**src/rtl/core/dwip_pkg.sv**
```systemverilog
`default_nettype none
package dwip_pkg;

	// block constants
	localparam int PWM_PERIOD = 6000;
	localparam int FRAC_BITS  = 8;

	// field and datapath widths
	localparam int GAIN_W   = 16;
	localparam int SPD_W    = 16;
	localparam int ERR_W    = 17;
	localparam int DP_W     = 18;
	localparam int DD_W     = 20;
	localparam int MUL_A_W  = 17;
	localparam int MUL_B_W  = 27;
	localparam int PROD_W   = 44;
	localparam int TERM_W   = 52;
	localparam int ITERM_W  = 40;
	localparam int ACC_W    = 32;
	localparam int DUTY_W   = 8;
	localparam int MAG_W    = 7;
	localparam int CMP_W    = 13;
	localparam int LIM_W    = 7;
	localparam int SUM_W    = 34;
	localparam int ADDR_W   = 5;
	localparam int APB_W    = 32;

	// q.8 product to accumulator format
	localparam int UP_SHIFT = (FRAC_BITS >= 8) ? (FRAC_BITS - 8) : 0;
	localparam int DN_SHIFT = (FRAC_BITS >= 8) ? 0 : (8 - FRAC_BITS);

	// i term blend weights over 256
	localparam int BLEND_NEW   = 230;
	localparam int BLEND_OLD   = 26;
	localparam int BLEND_SHIFT = 8;

	localparam longint I_MAX_L = (longint'(1) <<< (ITERM_W - 1)) - 1;
	localparam longint I_MIN_L = -(longint'(1) <<< (ITERM_W - 1));

	// compare = floor(mag * PWM_PERIOD / 100) as mag * K >> CMP_SHIFT
	localparam int     CMP_SHIFT = 16;
	localparam longint COMPARE_K = (longint'(PWM_PERIOD) * (longint'(1) <<< CMP_SHIFT) + 99) / 100;

	localparam logic [LIM_W-1:0] DUTY_MAX = 7'd100;

	// register map
	typedef enum logic [2:0] {
		REG_PROP  = 3'd0,
		REG_INTEG = 3'd1,
		REG_DERIV = 3'd2,
		REG_FF    = 3'd3,
		REG_LIMIT = 3'd4
	} reg_idx_t;

	typedef struct packed {
		logic signed [GAIN_W-1:0] prop_gain;
		logic signed [GAIN_W-1:0] integ_gain;
		logic signed [GAIN_W-1:0] deriv_gain;
		logic signed [GAIN_W-1:0] ff_gain;
		logic        [LIM_W-1:0]  duty_limit;
	} cfg_t;

	typedef struct packed {
		logic                      en;
		logic signed [MUL_A_W-1:0] a;
		logic signed [MUL_B_W-1:0] b;
	} mul_req_t;

	typedef enum logic [3:0] {
		ST_IDLE,
		ST_ERR,
		ST_MUL_P,
		ST_MUL_D,
		ST_MUL_I,
		ST_BLEND,
		ST_ITERM,
		ST_ACC,
		ST_MUL_F,
		ST_DUTY,
		ST_MUL_C,
		ST_CMP,
		ST_DONE
	} state_t;

	// scale a q.8 product to the accumulator fraction
	function automatic logic signed [TERM_W-1:0] q8_to_acc(input logic signed [PROD_W-1:0] x);
		logic signed [TERM_W-1:0] w;
		w = TERM_W'(x);
		w = w <<< UP_SHIFT;
		return w >>> DN_SHIFT;
	endfunction

endpackage
`default_nettype wire

```
**src/rtl/core/dual_wheel_incremental_pid.sv**
```systemverilog
`default_nettype none
// channel  | dir | handshake            | payload
// s_*      | in  | s_tvalid / s_tready  | s_tdata: targets, measured speeds; s_tuser: track_lost
// m_*      | out | m_tvalid / m_tready  | m_tdata: duty, reverse, compare for both wheels
// apb      | in  | psel/penable/pready  | gain and duty limit registers at 4*index
//
// a tracked tick runs 11 sequencer steps per wheel through the one shared multiplier,
// then one output load step and one idle step before the next accept.
// a track-lost tick goes straight to the output load and changes no controller state.
// reset clears the controller state and the registers to their defaults.
// the output register holds until taken; the sequencer waits in its last step if
// the previous result is still pending, and s_tready is high only when idle.
module dual_wheel_incremental_pid import dwip_pkg::*; (
	input  wire logic              clk,
	input  wire logic              arst_n,
	input  wire logic              psel,
	input  wire logic              penable,
	input  wire logic              pwrite,
	input  wire logic [ADDR_W-1:0] paddr,
	input  wire logic [APB_W-1:0]  pwdata,
	output logic      [APB_W-1:0]  prdata,
	output logic                   pready,
	input  wire logic              s_tvalid,
	output logic                   s_tready,
	// left_target, left_measured, right_target, right_measured
	input  wire logic [63:0]       s_tdata,
	// track_lost
	input  wire logic              s_tuser,
	output logic                   m_tvalid,
	input  wire logic              m_tready,
	// left_duty, left_reverse, left_compare, right_duty, right_reverse,
	// right_compare, zero pad
	output logic [47:0]            m_tdata
);

	cfg_t     cfg;
	mul_req_t mreq;
	logic signed [PROD_W-1:0] prod;

	state_t state_q, state_d;
	logic   wheel_q;
	logic   lost_q;
	logic   m_valid_q;
	logic [47:0] m_data_q;
	logic   load_out;

	logic signed [SPD_W-1:0]   tgt_q   [2];
	logic signed [SPD_W-1:0]   meas_q  [2];
	logic signed [ACC_W-1:0]   accum_q [2];
	logic signed [ERR_W-1:0]   elast_q [2];
	logic signed [ERR_W-1:0]   eprev_q [2];
	logic signed [ITERM_W-1:0] ilast_q [2];
	logic signed [DUTY_W-1:0]  duty_q  [2];
	logic        [CMP_W-1:0]   cmp_q   [2];

	logic signed [ERR_W-1:0]   err_q;
	logic signed [TERM_W-1:0]  sum_q;
	logic signed [TERM_W-1:0]  blend_q;
	logic signed [ITERM_W-1:0] iterm_q;
	logic signed [DUTY_W-1:0]  whole_q;

	dwip_cfg u_cfg (
		.clk     (clk),
		.arst_n  (arst_n),
		.psel    (psel),
		.penable (penable),
		.pwrite  (pwrite),
		.paddr   (paddr),
		.pwdata  (pwdata),
		.prdata  (prdata),
		.pready  (pready),
		.cfg     (cfg)
	);

	dwip_mul u_mul (
		.clk  (clk),
		.req  (mreq),
		.prod (prod)
	);

	// current wheel operands
	logic signed [SPD_W-1:0]  tgt, meas;
	logic signed [ERR_W-1:0]  le, pe;
	logic signed [ERR_W-1:0]  err_next;
	logic signed [DP_W-1:0]   dp;
	logic signed [DD_W-1:0]   dd;
	logic signed [TERM_W-1:0] term;
	logic [LIM_W-1:0]         lim_eff;

	assign tgt      = tgt_q[wheel_q];
	assign meas     = meas_q[wheel_q];
	assign le       = elast_q[wheel_q];
	assign pe       = eprev_q[wheel_q];
	assign err_next = ERR_W'(tgt) - ERR_W'(meas);
	assign dp       = DP_W'(err_q) - DP_W'(le);
	assign dd       = DD_W'(err_q) - (DD_W'(le) <<< 1) + DD_W'(pe);
	assign term     = q8_to_acc(prod);
	assign lim_eff  = (cfg.duty_limit > DUTY_MAX) ? DUTY_MAX : cfg.duty_limit;

	// i term blend and saturation
	logic signed [TERM_W-1:0] blend_next, isum, ishift, isat;
	assign blend_next = term * TERM_W'(BLEND_NEW);
	assign isum       = blend_q + TERM_W'(ilast_q[wheel_q]) * TERM_W'(BLEND_OLD);
	assign ishift     = isum >>> BLEND_SHIFT;
	always_comb begin
		if (ishift > TERM_W'(I_MAX_L)) begin
			isat = TERM_W'(I_MAX_L);
		end else if (ishift < TERM_W'(I_MIN_L)) begin
			isat = TERM_W'(I_MIN_L);
		end else begin
			isat = ishift;
		end
	end

	// accumulator update and clamp
	logic signed [TERM_W-1:0] lim_acc, acc_sum, acc_clamp;
	assign lim_acc = TERM_W'({1'b0, lim_eff}) <<< FRAC_BITS;
	assign acc_sum = sum_q + TERM_W'(iterm_q);
	always_comb begin
		if (acc_sum > lim_acc) begin
			acc_clamp = lim_acc;
		end else if (acc_sum < -lim_acc) begin
			acc_clamp = -lim_acc;
		end else begin
			acc_clamp = acc_sum;
		end
	end

	// whole part of the accumulator, toward zero
	logic signed [ACC_W-1:0] acc_cur, whole_full;
	logic                    whole_up;
	assign acc_cur    = accum_q[wheel_q];
	assign whole_up   = acc_cur[ACC_W-1] && (acc_cur[FRAC_BITS-1:0] != '0);
	assign whole_full = (acc_cur >>> FRAC_BITS) + $signed(ACC_W'(whole_up));

	// duty with feedforward, toward zero, clamped
	logic signed [SUM_W-1:0] ff_sum, ff_div, lim_s, duty_c;
	logic                    ff_up;
	assign ff_sum = (SUM_W'(whole_q) <<< 8) + SUM_W'(prod);
	assign ff_up  = ff_sum[SUM_W-1] && (ff_sum[7:0] != '0);
	assign ff_div = (ff_sum >>> 8) + $signed(SUM_W'(ff_up));
	assign lim_s  = SUM_W'({1'b0, lim_eff});
	always_comb begin
		if (ff_div > lim_s) begin
			duty_c = lim_s;
		end else if (ff_div < -lim_s) begin
			duty_c = -lim_s;
		end else begin
			duty_c = ff_div;
		end
	end

	// magnitude for the compare value
	logic signed [DUTY_W-1:0] duty_cur, mag_full;
	assign duty_cur = duty_q[wheel_q];
	assign mag_full = duty_cur[DUTY_W-1] ? -duty_cur : duty_cur;

	// sequencer next state, multiplier requests, handshake
	always_comb begin
		state_d  = state_q;
		mreq     = '0;
		s_tready = 1'b0;
		load_out = 1'b0;
		case (state_q)
			ST_IDLE: begin
				s_tready = 1'b1;
				if (s_tvalid) begin
					state_d = s_tuser ? ST_DONE : ST_ERR;
				end
			end
			ST_ERR: state_d = ST_MUL_P;
			ST_MUL_P: begin
				mreq.en = 1'b1;
				mreq.a  = MUL_A_W'(cfg.prop_gain);
				mreq.b  = MUL_B_W'(dp);
				state_d = ST_MUL_D;
			end
			ST_MUL_D: begin
				mreq.en = 1'b1;
				mreq.a  = MUL_A_W'(cfg.deriv_gain);
				mreq.b  = MUL_B_W'(dd);
				state_d = ST_MUL_I;
			end
			ST_MUL_I: begin
				mreq.en = 1'b1;
				mreq.a  = MUL_A_W'(cfg.integ_gain);
				mreq.b  = MUL_B_W'(err_q);
				state_d = ST_BLEND;
			end
			ST_BLEND: state_d = ST_ITERM;
			ST_ITERM: state_d = ST_ACC;
			ST_ACC:   state_d = ST_MUL_F;
			ST_MUL_F: begin
				mreq.en = 1'b1;
				mreq.a  = MUL_A_W'(cfg.ff_gain);
				mreq.b  = MUL_B_W'(tgt);
				state_d = ST_DUTY;
			end
			ST_DUTY: state_d = ST_MUL_C;
			ST_MUL_C: begin
				mreq.en = 1'b1;
				mreq.a  = MUL_A_W'({1'b0, mag_full[MAG_W-1:0]});
				mreq.b  = MUL_B_W'(COMPARE_K);
				state_d = ST_CMP;
			end
			ST_CMP: state_d = wheel_q ? ST_DONE : ST_ERR;
			ST_DONE: begin
				if (!m_valid_q || m_tready) begin
					load_out = 1'b1;
					state_d  = ST_IDLE;
				end
			end
			default: state_d = ST_IDLE;
		endcase
	end

	// state register
	always_ff @(posedge clk or negedge arst_n) begin
		if (!arst_n) begin
			state_q <= ST_IDLE;
		end else begin
			state_q <= state_d;
		end
	end

	// control and controller state
	always_ff @(posedge clk or negedge arst_n) begin
		if (!arst_n) begin
			wheel_q   <= 1'b0;
			lost_q    <= 1'b0;
			m_valid_q <= 1'b0;
			for (int w = 0; w < 2; w++) begin
				accum_q[w] <= '0;
				elast_q[w] <= '0;
				eprev_q[w] <= '0;
				ilast_q[w] <= '0;
			end
		end else begin
			if (s_tvalid && s_tready) begin
				wheel_q <= 1'b0;
				lost_q  <= s_tuser;
			end else if (state_q == ST_CMP) begin
				wheel_q <= 1'b1;
			end
			if (state_q == ST_ACC) begin
				accum_q[wheel_q] <= ACC_W'(acc_clamp);
				ilast_q[wheel_q] <= iterm_q;
				eprev_q[wheel_q] <= le;
				elast_q[wheel_q] <= err_q;
			end
			if (load_out) begin
				m_valid_q <= 1'b1;
			end else if (m_tready) begin
				m_valid_q <= 1'b0;
			end
		end
	end

	// datapath registers
	always_ff @(posedge clk) begin
		if (s_tvalid && s_tready) begin
			tgt_q[0]  <= s_tdata[15:0];
			meas_q[0] <= s_tdata[31:16];
			tgt_q[1]  <= s_tdata[47:32];
			meas_q[1] <= s_tdata[63:48];
		end
		case (state_q)
			ST_ERR:   err_q <= err_next;
			ST_MUL_D: sum_q <= TERM_W'(acc_cur) + term;
			ST_MUL_I: sum_q <= sum_q + term;
			ST_BLEND: blend_q <= blend_next;
			ST_ITERM: iterm_q <= ITERM_W'(isat);
			ST_MUL_F: whole_q <= DUTY_W'(whole_full);
			ST_DUTY:  duty_q[wheel_q] <= DUTY_W'(duty_c);
			ST_CMP:   cmp_q[wheel_q] <= prod[CMP_SHIFT +: CMP_W];
			default: ;
		endcase
		if (load_out) begin
			if (lost_q) begin
				m_data_q <= '0;
			end else begin
				m_data_q <= {4'b0, cmp_q[1], duty_q[1][DUTY_W-1], duty_q[1],
					cmp_q[0], duty_q[0][DUTY_W-1], duty_q[0]};
			end
		end
	end

	assign m_tvalid = m_valid_q;
	assign m_tdata  = m_data_q;

endmodule
`default_nettype wire

```
**src/rtl/core/dwip_cfg.sv**
```systemverilog
`default_nettype none
module dwip_cfg import dwip_pkg::*; (
	input  wire logic              clk,
	input  wire logic              arst_n,
	input  wire logic              psel,
	input  wire logic              penable,
	input  wire logic              pwrite,
	input  wire logic [ADDR_W-1:0] paddr,
	input  wire logic [APB_W-1:0]  pwdata,
	output logic      [APB_W-1:0]  prdata,
	output logic                   pready,
	output cfg_t                   cfg
);

	localparam logic signed [GAIN_W-1:0] RESET_PROP  = 16'sd256;
	localparam logic        [LIM_W-1:0]  RESET_LIMIT = 7'd90;

	cfg_t     cfg_q;
	reg_idx_t idx;
	logic     wr_en;

	assign idx    = reg_idx_t'(paddr[4:2]);
	assign wr_en  = psel & penable & pwrite;
	assign pready = 1'b1;
	assign cfg    = cfg_q;

	// register writes
	always_ff @(posedge clk or negedge arst_n) begin
		if (!arst_n) begin
			cfg_q.prop_gain  <= RESET_PROP;
			cfg_q.integ_gain <= '0;
			cfg_q.deriv_gain <= '0;
			cfg_q.ff_gain    <= '0;
			cfg_q.duty_limit <= RESET_LIMIT;
		end else if (wr_en) begin
			case (idx)
				REG_PROP:  cfg_q.prop_gain  <= pwdata[GAIN_W-1:0];
				REG_INTEG: cfg_q.integ_gain <= pwdata[GAIN_W-1:0];
				REG_DERIV: cfg_q.deriv_gain <= pwdata[GAIN_W-1:0];
				REG_FF:    cfg_q.ff_gain    <= pwdata[GAIN_W-1:0];
				REG_LIMIT: cfg_q.duty_limit <= pwdata[LIM_W-1:0];
				default: ;
			endcase
		end
	end

	// read back
	always_comb begin
		case (idx)
			REG_PROP:  prdata = APB_W'(cfg_q.prop_gain[GAIN_W-1:0]);
			REG_INTEG: prdata = APB_W'(cfg_q.integ_gain[GAIN_W-1:0]);
			REG_DERIV: prdata = APB_W'(cfg_q.deriv_gain[GAIN_W-1:0]);
			REG_FF:    prdata = APB_W'(cfg_q.ff_gain[GAIN_W-1:0]);
			REG_LIMIT: prdata = APB_W'(cfg_q.duty_limit);
			default:   prdata = '0;
		endcase
	end

endmodule
`default_nettype wire

```
**src/rtl/core/dwip_mul.sv**
```systemverilog
`default_nettype none
module dwip_mul import dwip_pkg::*; (
	input  wire logic                     clk,
	input  wire mul_req_t                 req,
	output logic signed [PROD_W-1:0]      prod
);

	logic signed [PROD_W-1:0] prod_q;

	assign prod = prod_q;

	// shared signed multiplier, product registered
	always_ff @(posedge clk) begin
		if (req.en) begin
			prod_q <= PROD_W'(req.a) * PROD_W'(req.b);
		end
	end

endmodule
`default_nettype wire

```
**config.mk**
```make
export PLATFORM = sky130hd
export DESIGN_NAME = dual_wheel_incremental_pid
export DESIGN_NICKNAME = d
export VERILOG_FILES = /design/src/rtl/core/dwip_pkg.sv /design/src/rtl/core/dual_wheel_incremental_pid.sv /design/src/rtl/core/dwip_cfg.sv /design/src/rtl/core/dwip_mul.sv
export SDC_FILE = /design/constraint.sdc
export NUM_CORES = 2
export LEC_CHECK = 0
export ABC_CLOCK_PERIOD_IN_PS = 13950
export BUFFER_PORTS_ARGS = -buffer_cell sky130_fd_sc_hd__buf_2
export CORE_MARGIN = 3
export CORE_UTILIZATION = 30
export CTS_BUF_LIST = sky130_fd_sc_hd__clkbuf_4
export CTS_CLUSTER_SIZE = 24
export DETAILED_ROUTE_END_ITERATION = 8
export HOLD_SLACK_MARGIN = 0.1
export SLEW_MARGIN = 15
export SYNTH_ARGS = -nofsm -noshare
export SYNTH_HDL_FRONTEND = slang
export SYNTH_SLANG_ARGS = --single-unit
```
**constraint.sdc**
```tcl
create_clock -name clk -period 13.95 [get_ports clk]
set_input_delay 0 -clock clk [delete_from_list [all_inputs] [get_ports clk]]
set_output_delay 0 -clock clk [all_outputs]
set_load 0.02 [all_outputs]
```
==> impl_metrics.toml <==
[outcome]
outcome = "finished, final reports clean"

[detailed_routing]
routed_wl_um = 198000
dr.first_iter.drc_count = 3749
vias = 54100
drt-vias-per-instance = 5.02
drc = 0
routedWlPerCell_um = 18.4
drt_pass1_iterations = 6
ant_nets = 0

[sta]
tightest_slew_ns = 1.24
finalHoldViolCount = 0
finalClockSkew_ns = 0.118
fin_crit_sh_pct = 89.6
finalSetupViolCount = 0
tns_ns = 0
timing.fmax_mhz = 80.0
rsz0062_at_grt = "false"
slew_violations = 0
finalCriticalPeriod_ns = 12.50
relSlewSlack_pct = 17.5

[yosys]
synth_area_leaders = "fa_1 17%, edfxtp_1 16%, ha_1 13%, dfrtp_1 10%, inv_1 5.9%"
yosysTopAreaCellShare_pct = 17.2
ys_seq_area_share_pct = 26.5
avgSynthCellArea_sq_um = 9.52
netlist_area_sq_um = 68100
yosys.area.top_type = "fa_1"
synth_edf_count = 360
yosysWarnings = 0
yosys.cell_count.top_type = "inv_1"
ys_ff_latch = 650
syn_inst = 7147
synth_cell_types = 97
synthArstFlopShare_pct = 44.6
synth_top_flop_cell = "edfxtp_1"
netlist_top_cells_count = "1074 x inv_1, 697 x ha_1, 597 x nand2_1"

[cts]
cts.sinks = 650
clk_latency_ns = 1.24
htree_levels = 4
post_cts_resized = 0
cts_buffers = 184
cts_buffer_depth = 3
cts_tree = "built"
clock_tree.root_cell = "clkbuf_4"
clk_pin_slew_ns = 0.07
cts_hold_buf = 273
postCtsSetupRepairBufs = 0

[grt]
antenna_found_initial = 10
grt.total_usage_pct = 17.0
grt_max_degree = 139
gr-total-overflow = 0
grt_pass1_wl_um = 314000
grt_pass1_vias = 56400

[setup_path]
crit_path_start_kind = "flip-flop"
cpPeakStageDelay_ns = 0.89
crit_family = "compound AO/OA/AOI/OAI gates"
cp_common_cell = "fa_1"
path_class = "flip-flop to flip-flop"
reg2reg_slack_ns = 1.45
path_max_fanout = 41
critPathArrivalTime_ns = 13.57
worstPathRequired_ns = 15.01
critPathCaptureType = "flip-flop"
crit_buf_inv = 3
worst_path_max_delay_cell = "dfrtp_4"

[placement]
place_congestion = 0.925
port_buffers = 152
dpl.hpwl_um = 152000

[run]
drv_cap = 0

[min_path]
hold_path.class = "input pin to flip-flop"

[floorplanning]
start_util_pct = 30.2
boundaryPins = 192
die_height_um = 482
core_sq_um = 225000
die_w_um = 482
num_rows = 174
die-area_sq_um = 233000

[final_layout]
area_growth_pct = 14.0
drive_gt1_share_pct = 10.4
utilization_pct = 34.4
finalNetCount = 9001
[stage by stage]
stage | hold slack [ns] | worst slack, ns | instance area, sq um | std cells
after global placement | 0.0431 | 1.63 | 72300 | 10100
after CTS | 0.106 | 1.51 | 77600 | 10800
after floorplan | -0.296 | 1.55 | 68100 | 7166
final | 0.260 | 1.45 | 77600 | 10800
after detailed placement | 0.0506 | 1.61 | 72300 | 10100
after global routing | 0.187 | 0.733 | 77600 | 10800
[final cells by class]
cell class | count | area, sq um
Clock buffer | 283 | 2120
Clock inverter | 60 | 374
Tap cell | 2992 | 3740
Multi-Input combinational cell | 5219 | 45200
Timing Repair Buffer | 481 | 3970
Fill cell | 22800 | 148000
Sequential cell | 650 | 18100
Antenna cell | 13 | 32.5
Inverter | 1074 | 4030
[flip-flops by register name, summed over array words and instances (netlist names), 26 cells and up]
name        count
blend_q        51
u_mul.prod     44
eprev_q        34
elast_q        34
accum_q        64
iterm_q        40
u_cfg.cfg      71
meas_q         32
cmp_q          26
sum_q          52
ilast_q        80
m_tdata        42
tgt_q          32
[layer usage]
layer / part of all wire [%] / GRT usage [%] / wire [um]
met1: 44 / 22.1 / 86700
met4: 3.8 / 6.50 / 7500
met2: 47 / 28.6 / 93000
met5: 0.0066 / 0 / 13
met3: 5.5 / 2.61 / 11000
[cell usage in the layout, fill, tap and decap left out, drive strengths merged, types with 130 or more instances in the layout]
cell,synthesis,layout
clkbuf,168,283
o21ai,328,328
xor2,130,130
dlygate4sd3,0,272
mux2i,141,141
xnor2,233,233
fa,585,585
mux2,191,191
nand2,598,598
ha,697,697
a21o,220,220
buf,55,209
edfxtp,360,360
inv,1074,1079
dfrtp,285,285
a21oi,353,353
nor2,513,513
[cell families (layout without fill, tap and decap cells)]
family | after synthesis | count (layout) | synth area share, %
fa+ha+maj | 1282 | 1282 | 30.0
xor+xnor | 364 | 364 | 4.70
mux | 341 | 341 | 5.55
buf+inv | 1297 | 1898 | 7.31
compound gates | 1454 | 1454 | 13.9
other cells | 2 | 34 | 0.0110
flops | 650 | 650 | 26.5
simple gates | 1757 | 1757 | 11.9
[final timing paths]
path                             start             end  depth (start not counted)
max in group asynchronous       arst_n     ilast_q[29]                          6
min in group asynchronous       arst_n   u_cfg.cfg[18]                          5
min                         pwdata[13]   u_cfg.cfg[36]                          4
max                            wheel_q  u_mul.prod[42]                         34
min reg2reg                ilast_q[43]     ilast_q[43]                          2
max reg2reg                    wheel_q  u_mul.prod[42]                         34
[worst register-to-register path, delay by kind of cell (launching register included)]
| kind | cells | cell delay (ns) |
|---|---|---|
| AOI/OAI and AO/OA | 14 | 4.43 |
| muxes | 1 | 0.56 |
| xor gates and xnor gates | 1 | 0.26 |
| DFF | 1 | 0.89 |
| buffers and inverters | 3 | 0.15 |
| adders and majority gates | 9 | 4.22 |
| and+or+nand+nor | 6 | 1.82 |
Power is not shown: default switching activity piles up to over one toggle a cycle in this logic, so the estimate is an artifact.
